`src/rtl/glu_pkg.sv`:
```
// glu_pkg: shared constants and types for the gcd / lcm unit
// no dependencies, used by gcd_lcm_unit_core
`timescale 1ns / 1ps
`default_nettype none

package glu_pkg;

    localparam int RESULT_WIDTH = 31;
    localparam int STATUS_WIDTH = 2;
    localparam int M_TDATA_WIDTH = 64;

    localparam logic [STATUS_WIDTH-1:0] STATUS_OK       = 2'd0;
    localparam logic [STATUS_WIDTH-1:0] STATUS_INVALID  = 2'd1;
    localparam logic [STATUS_WIDTH-1:0] STATUS_OVERFLOW = 2'd2;

    typedef struct packed {
        logic [STATUS_WIDTH-1:0] status;
        logic [RESULT_WIDTH-1:0] lcm_value;
        logic [RESULT_WIDTH-1:0] gcd_value;
    } result_t;

endpackage

`default_nettype wire

```
`src/rtl/gcd_lcm_unit_core.sv`:
```
// gcd_lcm_unit_core: gcd and lcm of two signed operands with a status code
// binary gcd, bit-serial restoring divide and bit-serial multiply
// depends on glu_pkg
//
// slave channel: one beat carries operand_a and operand_b; s_tready is high
// only while the unit is idle, so one pair is worked on at a time
// master channel: one result beat per operand beat, held in an output
// register; the next pair is accepted and worked on while it waits
// sequence: a pair with a zero or negative operand goes from idle straight
// to the done state; otherwise the binary gcd loop runs (one subtract or
// halving a cycle, every subtract followed by a halving), the common power
// of two is shifted back one bit a cycle, then a/gcd is found one quotient
// bit a cycle and (a/gcd)*b one multiplier bit a cycle
// stall: a finished result waits in the last state until the output
// register is free; reset empties the output register and returns to idle
`timescale 1ns / 1ps
`default_nettype none

module gcd_lcm_unit_core #(
    parameter int OPERAND_WIDTH = 32,
    localparam int S_TDATA_WIDTH = ((2 * OPERAND_WIDTH + 7) / 8) * 8
) (
    input  wire logic                               clk,
    input  wire logic                               rst_n,
    input  wire logic                               s_tvalid,
    output logic                                    s_tready,
    input  wire logic [S_TDATA_WIDTH-1:0]           s_tdata,  // operand_a, operand_b, zero pad
    output logic                                    m_tvalid,
    input  wire logic                               m_tready,
    output logic [glu_pkg::M_TDATA_WIDTH-1:0]       m_tdata   // gcd_value, lcm_value, status
);

    localparam int W = OPERAND_WIDTH;
    localparam int KW = $clog2(W);

    localparam logic [2:0] ST_IDLE = 3'd0;
    localparam logic [2:0] ST_GCD  = 3'd1;
    localparam logic [2:0] ST_SHL  = 3'd2;
    localparam logic [2:0] ST_DIV  = 3'd3;
    localparam logic [2:0] ST_MUL  = 3'd4;
    localparam logic [2:0] ST_DONE = 3'd5;

    logic [2:0]      state_reg, state_next;
    logic [W-1:0]    a_reg, a_next;
    logic [W-1:0]    b_reg, b_next;
    logic [W-1:0]    u_reg, u_next;
    logic [W-1:0]    v_reg, v_next;
    logic [KW-1:0]   k_reg, k_next;
    logic [KW-1:0]   cnt_reg, cnt_next;
    logic            ovf_reg, ovf_next;
    logic            inval_reg, inval_next;
    logic            out_valid_reg, out_valid_next;
    glu_pkg::result_t out_reg, out_next;

    logic [W-1:0]    in_a, in_b;
    logic            in_ok;
    logic            accept;
    logic [W-1:0]    rem_shift;
    logic [W:0]      trial;
    logic [W:0]      prod_sum;
    logic [W+30:0]   gcd_ext, lcm_ext;
    glu_pkg::result_t res;

    assign in_a   = s_tdata[W-1:0];
    assign in_b   = s_tdata[2*W-1:W];
    assign in_ok  = (in_a != '0) && !in_a[W-1] && (in_b != '0) && !in_b[W-1];
    assign accept = s_tvalid && s_tready;

    assign s_tready = (state_reg == ST_IDLE);
    assign m_tvalid = out_valid_reg;
    assign m_tdata  = out_reg;

    // restoring divide step, remainder in v, dividend / quotient in a
    assign rem_shift = {v_reg[W-2:0], a_reg[W-1]};
    assign trial     = {1'b0, rem_shift} - {1'b0, u_reg};

    // msb-first shift-add multiply, accumulator in v
    assign prod_sum = {v_reg, 1'b0} + (a_reg[W-1] ? {1'b0, b_reg} : {(W+1){1'b0}});

    assign gcd_ext = {31'd0, u_reg};
    assign lcm_ext = {31'd0, v_reg};

    always_comb
    begin
        res.gcd_value = gcd_ext[30:0];
        res.lcm_value = lcm_ext[30:0];
        res.status    = glu_pkg::STATUS_OK;
        if (inval_reg)
        begin
            res.gcd_value = '0;
            res.lcm_value = '0;
            res.status    = glu_pkg::STATUS_INVALID;
        end
        else if (ovf_reg)
        begin
            res.lcm_value = '0;
            res.status    = glu_pkg::STATUS_OVERFLOW;
        end
    end

    always_comb
    begin
        state_next     = state_reg;
        a_next         = a_reg;
        b_next         = b_reg;
        u_next         = u_reg;
        v_next         = v_reg;
        k_next         = k_reg;
        cnt_next       = cnt_reg;
        ovf_next       = ovf_reg;
        inval_next     = inval_reg;
        out_valid_next = out_valid_reg;
        out_next       = out_reg;

        if (out_valid_reg && m_tready)
        begin
            out_valid_next = 1'b0;
        end

        case (state_reg)
            ST_IDLE:
            begin
                if (accept)
                begin
                    a_next     = in_a;
                    b_next     = in_b;
                    u_next     = in_a;
                    v_next     = in_b;
                    k_next     = '0;
                    ovf_next   = 1'b0;
                    inval_next = !in_ok;
                    state_next = in_ok ? ST_GCD : ST_DONE;
                end
            end
            ST_GCD:
            begin
                if (u_reg == v_reg)
                begin
                    cnt_next = KW'(W - 1);
                    if (k_reg == '0)
                    begin
                        v_next     = '0;
                        state_next = ST_DIV;
                    end
                    else
                    begin
                        state_next = ST_SHL;
                    end
                end
                else if (!u_reg[0] && !v_reg[0])
                begin
                    u_next = u_reg >> 1;
                    v_next = v_reg >> 1;
                    k_next = k_reg + 1'b1;
                end
                else if (!u_reg[0])
                begin
                    u_next = u_reg >> 1;
                end
                else if (!v_reg[0])
                begin
                    v_next = v_reg >> 1;
                end
                else if (u_reg > v_reg)
                begin
                    u_next = u_reg - v_reg;
                end
                else
                begin
                    v_next = v_reg - u_reg;
                end
            end
            ST_SHL:
            begin
                u_next = u_reg << 1;
                k_next = k_reg - 1'b1;
                if (k_reg == KW'(1))
                begin
                    v_next     = '0;
                    state_next = ST_DIV;
                end
            end
            ST_DIV:
            begin
                if (!trial[W])
                begin
                    v_next = trial[W-1:0];
                    a_next = {a_reg[W-2:0], 1'b1};
                end
                else
                begin
                    v_next = rem_shift;
                    a_next = {a_reg[W-2:0], 1'b0};
                end
                cnt_next = cnt_reg - 1'b1;
                if (cnt_reg == '0)
                begin
                    cnt_next   = KW'(W - 1);
                    state_next = ST_MUL;
                end
            end
            ST_MUL:
            begin
                // the first multiply step loads v directly
                v_next = prod_sum[W-1:0];
                if (cnt_reg == KW'(W - 1))
                begin
                    v_next = a_reg[W-1] ? b_reg : '0;
                end
                else if (prod_sum[W] || prod_sum[W-1])
                begin
                    ovf_next = 1'b1;
                end
                a_next   = a_reg << 1;
                cnt_next = cnt_reg - 1'b1;
                if (cnt_reg == '0)
                begin
                    state_next = ST_DONE;
                end
            end
            ST_DONE:
            begin
                if (!out_valid_reg || m_tready)
                begin
                    out_next       = res;
                    out_valid_next = 1'b1;
                    state_next     = ST_IDLE;
                end
            end
            default:
            begin
                state_next = ST_IDLE;
            end
        endcase
    end

    always_ff @(posedge clk or negedge rst_n)
    begin
        if (!rst_n)
        begin
            state_reg     <= ST_IDLE;
            out_valid_reg <= 1'b0;
        end
        else
        begin
            state_reg     <= state_next;
            out_valid_reg <= out_valid_next;
        end
    end

    always_ff @(posedge clk)
    begin
        a_reg     <= a_next;
        b_reg     <= b_next;
        u_reg     <= u_next;
        v_reg     <= v_next;
        k_reg     <= k_next;
        cnt_reg   <= cnt_next;
        ovf_reg   <= ovf_next;
        inval_reg <= inval_next;
        out_reg   <= out_next;
    end

endmodule

`default_nettype wire

```
`config.mk`:
```
export PLATFORM = sky130hd
export DESIGN_NAME = gcd_lcm_unit_core
export DESIGN_NICKNAME = d
export VERILOG_FILES = /design/src/rtl/glu_pkg.sv /design/src/rtl/gcd_lcm_unit_core.sv
export SDC_FILE = /design/constraint.sdc
export NUM_CORES = 1
export LEC_CHECK = 0
export BUFFER_PORTS_ARGS = -buffer_cell sky130_fd_sc_hd__buf_2
export CAP_MARGIN = 20
export CELL_PAD_IN_SITES_DETAIL_PLACEMENT = 1
export CELL_PAD_IN_SITES_GLOBAL_PLACEMENT = 1
export CORE_MARGIN = 10
export CORE_UTILIZATION = 51
export CTS_BUF_LIST = sky130_fd_sc_hd__clkbuf_8 sky130_fd_sc_hd__clkbuf_16
export CTS_CLUSTER_DIAMETER = 40
export DETAILED_ROUTE_END_ITERATION = 12
export PLACE_DENSITY = 0.89
export REMOVE_ABC_BUFFERS = 1
export SLEW_MARGIN = 40
export SYNTH_ARGS = -nofsm -noshare
export SYNTH_HDL_FRONTEND = slang
export SYNTH_SLANG_ARGS = --single-unit
export TNS_END_PERCENT = 10
```
`constraint.sdc`:
```
create_clock -name clk -period 15.07 [get_ports clk]
set_input_delay 3.014 -clock clk [delete_from_list [all_inputs] [get_ports clk]]
set_output_delay 3.014 -clock clk [all_outputs]
set_load 0.1 [all_outputs]
```
[Word-level counts from Yosys, hierarchy flattened]
Index checks and enable logic that the tools add are counted.
Operators by class
  reduce and logical (&&, ||, !) cells: 36
  equal/unequal tests: 23
  mux-type cells: 46
  add/sub/neg operators: 7
  order comparisons: 1
Operators by type and width (count)
  $mux 32: 18
  $pmux 32 s3: 2
  $pmux 32 s5: 1
  $reduce_bool 32->1: 2
  $sub 32x32->32: 2
  $add 33x32->33: 1
  $mux 33: 1
  $sub 32x32->33: 1
  $eq 32x32->1: 1
  $gt 32x32->1: 1
  $pmux 5 s3: 2
  $mux 5: 5
  $mux 3: 7
  $ne 2x2->1 const B: 9
  $pmux 3 s6: 1
  $ne 4x4->1 const B: 3
  $reduce_and 6->1: 2
  $logic_not 5->1: 2
  $reduce_and 5->1: 2
  $sub 5x1->5 const B: 2
  $reduce_bool 3->1: 3
  $mux 1: 8
  $reduce_and 2->1: 4
  $reduce_and 4->1: 2
  18 further kinds: 31
Storage, ports and cells
  bits in registers: 208
  logic and storage cells: 128
  output and inout port bits: 66
  bits of input ports: 68

[Logic depth before layout (Yosys ltp)]
Gate-level depths: netlist of run 1.
  depth in word-level cells: 7
  depth in mapped cells: 14
  depth with buffers taken out: 13

[Worst setup path before layout of run 1]
No wires, ideal clock.
  path type: input -> register
  start: in m_tready
  end: reg out_reg, in the netlist m_tdata[0] (enable)
  data required time: 14.563 ns
  path slack: 8.397 ns
  buffers on the path: 0
  arrival time: 6.166 ns
  stages: 2
  cell sequence: inv_1 > a21oi_1
On the way
  longest elaborated chain between the ends: 2
RTL lines
  start, declared: line gcd_lcm_unit_core.sv:29  | input wire logic m_tready,
  $logic_or 1x1->1: line gcd_lcm_unit_core.sv:223  | if (!out_valid_reg || m_tready)
  $reduce_and 2->1 (no line)
  end signal, assigned: line gcd_lcm_unit_core.sv:261  | out_reg <= out_next;
  end, declared: line gcd_lcm_unit_core.sv:53  | glu_pkg::result_t out_reg, out_next;
No other way between the ends.
A chain may end at the register's enable or synchronous reset.

[Final worst setup path of run 1]
  start: reg state_reg[1]
  end: out s_tready
On the way
  longest elaborated chain between the ends: 1
RTL lines
  start, declared: line gcd_lcm_unit_core.sv:43  | logic [2:0] state_reg, state_next;
  start signal, assigned: line gcd_lcm_unit_core.sv:246  | state_reg <= state_next;
  $logic_not 3->1: line gcd_lcm_unit_core.sv:69  | assign s_tready = (state_reg == ST_IDLE);
  end, declared: line gcd_lcm_unit_core.sv:26  | output logic s_tready,
No other way between the ends.

==> results.toml, run 1 <==
[global_route]
grt.total_usage_pct = 32.6
antenna_found_initial = 3
grt_pass1_wl_microns = 105000
grt-ovfl-total = 0
grt_pass1_vias = 17406
grt_start_max_net_pins = 58

[clock_tree]
post_cts_buffers = 0
clockRootBuffer = "clkbuf_16"
cts_tree = "done"
clock-sinks = 208
cts.clk_slew.worst_paths_ns = 0.06
postCtsHoldBufs = 0
htreeDepth = 2
cts_resized = 0
numCtsBuffers = 39
clockBufferDepth = 3
clk_latency_ns = 0.57

[setup_path]
criticalPathCategory = "flop to output pin"
worstSetupPathDepth = 3
cpPeakStageDelay_ns = 0.54
reg2reg_from = "v_reg[24]"
crit_arrival_ns = 2.15
worstPathBufferInverterCount = 1
cpMaxStageDelayCell = "dfrtp_1"
cp-end-kind = "output pin"
critPathRequiredTime_ns = 12.06
cp_top_family = "simple AND/OR/NAND/NOR gates"
cp_max_fo = 13
reg2reg_depth = 8
crit_chain = "or2_2 -> nor2_1 -> buf_2"
r2r_slack_ns = 10.24
r2r_end = "u_reg[15]"
start_kind = "flop"

[floorplan]
die_area_sq_mm = 0.0412
initial_utilization_pct = 52.1
placeableCoreArea_sq_mm = 0.0328
ios = 134
die_h_microns = 203
fp.dieW_microns = 203
num_rows = 66

[synthesis]
synthCells = 1948
yosysTopAreaCell = "edfxtp_1"
ys_warn_count = 0
ys_seq_elements = 208
netlist.area_leader.share_pct = 35.9
synth_edf_count = 204
syn_area_per_cell_sq_um = 8.77
netlist_area_sq_mm = 0.0171
ys_types = 77
synthTopCellsByArea = "edfxtp_1 (36%), ha_1 (9.7%), nand2_1 (5.1%), a21oi_1 (4.8%), xnor2_1 (4.0%)"
ys.flop_type = "edfxtp_1"
synthArstFlopShare_pct = 1.92
yosysSeqAreaShare_pct = 36.4

[run_status]
status = "finished, final reports clean"

[timing]
setup_violations = 0
fmax_mhz = 194
clock_skew_ns = 0.0338
fin_tns_setup_ns = 0
hold_ws_ns = 0.522
finalHoldViolCount = 0
drv_slew = 0
tightest_slew_ns = 0.811
min_period_ns = 5.16
fin_crit_sh_pct = 34.2
relSlewSlack_pct = 45.3
rsz0062_at_grt = "no"
fin_ws_ns = 9.91

[drt]
final_antenna_net_count = 0
avgViaCountPerCell = 6.69
vias = 16807
drt_iter0_markers = 1608
remaining_drc_errors = 0
wl_per_cell_microns = 27.7
dr.pass1.iters = 5
wirelength_microns = 69500

[cells_and_area]
seq_area_sq_mm = 0.00623
area_growth_syn_to_layout_pct = 13.5
multiInputGateArea_sq_mm = 0.0101
drive_gt1_share_pct = 12.4
final_util_pct = 59.2
nFillCells = 3852
nNetsFinal = 2243
largest_reg_flops = 64

[hold_path]
hp-class = "flop to flop"
min_to = "a_reg[26]"
min_from = "a_reg[25]"
whs_path_depth = 2

[placed_design]
port_buffers = 133
pre_cts_ws_ns = 10.16
place.gp.congestion = 0.966
place_hpwl_microns = 51100

[flow_run]
maxCapViolCount = 0
cells by family (layout without fill, tap and decap cells):
kind of cell               count (synthesis)  in the layout  share of synthesized area (%)
other                                      0              1                              0
and+or+nand+nor                          639            639                           17.3
DFF                                      208            208                           36.4
xor gates and xnor gates                 110            110                           5.64
adders and majority gates                137            137                           10.2
AOI/OAI and AO/OA                        619            619                           24.2
muxes                                     24             24                           1.41
buffers and inverters                    211            332                           4.86
cell usage after synthesis (all sizes together) (5+ instances only):
| cell | number |
|---|---|
| xnor2 | 78 |
| nor4 | 24 |
| or3 | 10 |
| o21ai | 119 |
| ha | 133 |
| a211oi | 17 |
| a21boi | 8 |
| nand3b | 5 |
| and2 | 39 |
| o21bai | 14 |
| a211o | 6 |
| a221o | 5 |
| a221oi | 31 |
| a21oi | 163 |
| clkbuf | 83 |
| a31oi | 19 |
| and3 | 9 |
| nand2 | 233 |
| nand3 | 21 |
| nand4 | 30 |
| inv | 101 |
| nand2b | 20 |
| o21a | 24 |
| nor2 | 159 |
| o22ai | 6 |
| a31o | 6 |
| o31a | 5 |
| a22oi | 30 |
| buf | 27 |
| edfxtp | 204 |
| o211ai | 25 |
| a21o | 50 |
| o22a | 9 |
| o221ai | 17 |
| nor2b | 9 |
| o31ai | 12 |
| mux2i | 24 |
| a22o | 14 |
| xor2 | 32 |
| nor3 | 63 |
| or2 | 5 |
final cells by class:
class,instances,share of cell area [%]
Clock inverter,32,1.44
Inverter,101,1.95
Tap cell,442,2.85
Clock buffer,40,5.16
Timing Repair Buffer,159,4.50
Sequential cell,208,32.1
Antenna cell,1,0.0129
Multi-Input combinational cell,1529,52.0
routing by layer:
metal  up-vias  track usage, %  part of all wire, %
li1       7412               -                    -
met1      8312            39.2                   39
met2       859            55.0                   48
met3       222            5.46                  7.8
met4         2            17.5                  5.7
met5         -               0                0.013
tightest hold or removal path, cell delays in order, from the launching register on:
cell and delay [ns]:
edfxtp_1 0.32, nand2_1 0.05, nand2_1 0.05
worst max-delay path by stage:
stage / startpoint / slack (ns) / endpoint
after floorplan: m_tready / 8.40 / m_tdata[0]
after global placement: s_tvalid / 10.21 / v_reg[29]
final: state_reg[1] / 9.91 / s_tready
after global routing: state_reg[0] / 9.86 / s_tready
after CTS: state_reg[1] / 9.91 / s_tready
after detailed placement: s_tdata[37] / 10.16 / state_reg[2]
cells in the final DEF, fill, tap and decap left out, types with 50 or more instances in the layout:
cell	count
inv_1	106
nand2_1	233
xnor2_1	78
a21o_1	50
nor3_1	63
edfxtp_1	204
a21oi_1	162
buf_2	133
o21ai_0	116
ha_1	133
nor2_1	153
stage by stage:
stage,std cells,area (sq um)
after global placement,2437,18100
after detailed placement,2439,18100
after floorplan,1838,16600
after CTS,2511,19400
after global routing,2512,19400
final,2512,19400
Power of run 1 is left out: the tool's default activity adds up to more than one toggle a clock period on the data nets, which glitch-free logic cannot reach.
==> run 2, diff against run 1 <==
--- a/config.mk
+++ b/config.mk
@@ -10,11 +10,11 @@
 export CELL_PAD_IN_SITES_DETAIL_PLACEMENT = 1
 export CELL_PAD_IN_SITES_GLOBAL_PLACEMENT = 1
 export CORE_MARGIN = 10
-export CORE_UTILIZATION = 51
+export CORE_UTILIZATION = 47
 export CTS_BUF_LIST = sky130_fd_sc_hd__clkbuf_8 sky130_fd_sc_hd__clkbuf_16
 export CTS_CLUSTER_DIAMETER = 40
 export DETAILED_ROUTE_END_ITERATION = 12
-export PLACE_DENSITY = 0.89
+export PLACE_DENSITY = 0.83
 export REMOVE_ABC_BUFFERS = 1
 export SLEW_MARGIN = 40
 export SYNTH_ARGS = -nofsm -noshare
==> constraint.sdc (replaced) <==
create_clock -name clk -period 5.2 [get_ports clk]
set_input_delay 1.04 -clock clk [delete_from_list [all_inputs] [get_ports clk]]
set_output_delay 1.04 -clock clk [all_outputs]
set_load 0.1 [all_outputs]
==> run 2 against run 1 <==
  * Global-route usage is 1.6 points lower
  * Critical path depth is 9 higher
  * Sequential cell count stayed put
  * Hold slack worse by 0.24 ns
  * Via count is 1.1% lower
  * Final area is 1.0% higher
  * Clock skew is 0.0091 ns lower
  * Critical endpoint is now v_reg[26]
  * Highest routed layer is now met4
==> results.toml, run 2 (synthesis results as in run 1) <==
[run_status]
status = "finished, final reports clean"

[setup_path]
cp_max_fo = 31
cp_top_family = "simple AND/OR/NAND/NOR gates"
crit_chain = "inv_1 -> ha_1 -> nand4_1 -> nor4_2 -> nand3_1 -> nand2_1 -> o21ai_0 -> a21oi_1 -> nor2_1 -> a221oi_1 -> a21boi_4 -> buf_4"
cpMaxStageDelayCell = "nor4_2"
worstPathBufferInverterCount = 2
cpPeakStageDelay_ns = 0.60
cp-end-kind = "flop"
criticalPathCategory = "flop to flop"
critPathRequiredTime_ns = 5.38
crit_arrival_ns = 4.79
start_kind = "flop"

[floorplan]
fp.dieW_microns = 211
placeableCoreArea_sq_mm = 0.0357
die_area_sq_mm = 0.0444
initial_utilization_pct = 47.8
num_rows = 69
ios = 134
die_h_microns = 211

[hold_path]
hp-class = "input port to async pin"

[global_route]
grt_pass1_wl_microns = 107000
grt.total_usage_pct = 31.0
antenna_found_initial = 1
grt_start_max_net_pins = 65
grt-ovfl-total = 0
grt_pass1_vias = 17324

[timing]
finalHoldViolCount = 0
min_period_ns = 4.61
rsz0062_at_grt = "no"
tightest_slew_ns = 0.805
fin_tns_setup_ns = 0
fmax_mhz = 217
relSlewSlack_pct = 45.9
drv_slew = 0
clock_skew_ns = 0.0247
setup_violations = 0
fin_crit_sh_pct = 88.7

[cells_and_area]
final_common_cell = "nand2_1"
nNetsFinal = 2246
largest_reg_flops = 64
area_growth_syn_to_layout_pct = 14.7
mostFrequentLayoutCells = "nand2_1 (232), edfxtp_1 (204), a21oi_1 (162)"
nFillCells = 4233
drive_gt1_share_pct = 12.6

[clock_tree]
htreeDepth = 2
clockBufferDepth = 3
clockRootBuffer = "clkbuf_16"
postCtsHoldBufs = 0
clock-sinks = 208
cts.clk_slew.worst_paths_ns = 0.06
cts_resized = 0
clk_latency_ns = 0.57
numCtsBuffers = 41
cts_tree = "done"
post_cts_buffers = 0

[flow_run]
maxCapViolCount = 0

[drt]
remaining_drc_errors = 0
drt_iter0_markers = 1458
wl_per_cell_microns = 27.4
wirelength_microns = 69600
dr.pass1.iters = 5
vias = 16627
final_antenna_net_count = 0
avgViaCountPerCell = 6.56

[placed_design]
place.gp.congestion = 0.969
place_hpwl_microns = 52600
port_buffers = 133
==> run 2: cell types whose count changed in the layout (fill, tap and decap cells not counted), moves of 2 or more <==
cell and delta:
clkinv_2 -4, inv_6 +4, bufinv_16 +3, clkbuf_16 +3, clkinv_4 -3, and2_1 -2, buf_4 +2, buf_6 -2
inv_8 +2
==> run 2: through the flow <==
step / hold slack [ns] / setup WS, ns / area [sq um] / instances / utilization (%)
after floorplan: 0.491 / -0.0720 / 16600 / 1838 / -
after global placement: 0.495 / 0.828 / 18100 / 2457 / 50.7
after detailed placement: 0.508 / 0.681 / 18100 / 2459 / 50.8
after CTS: 0.261 / 0.648 / 19600 / 2534 / 54.8
after global routing: 0.272 / 0.252 / 19600 / 2534 / 54.8
final: 0.282 / 0.586 / 19600 / 2536 / 54.8
==> run 2: routing by layer <==
layer | track usage [%] | vias to the layer above | wire, microns
met5 | 0 | - | 0
met3 | 5.42 | 187 | 5620
met2 | 50.0 | 789 | 31900
met4 | 16.6 | 0 | 3760
li1 | - | 7444 | -
met1 | 39.1 | 8207 | 28300
==> run 2: layout make-up <==
type	count	area (sq um)	share of cell area (%)
clock inverter	32	357	1.82
clock buffer	43	1080	5.49
antenna	2	5.00	0.0255
timing repair buffer	160	892	4.55
tap	461	577	2.94
inverter	101	379	1.94
multi-input combinational	1529	10100	51.4
sequential	208	6230	31.8
==> run 2: final timing paths <==
path	slack [ns]	start	endpoint	cells after the start
setup / recovery	0.59	u_reg[27]	v_reg[26]	12
hold / removal	0.28	rst_n	state_reg[1]	1
setup reg to reg	0.59	u_reg[27]	v_reg[26]	12
hold reg to reg	0.52	a_reg[21]	a_reg[22]	2
max in group asynchronous	4.78	rst_n	state_reg[0]	1
min in group clk	0.52	a_reg[21]	a_reg[22]	2
Power of run 2 is left out for the same reason.
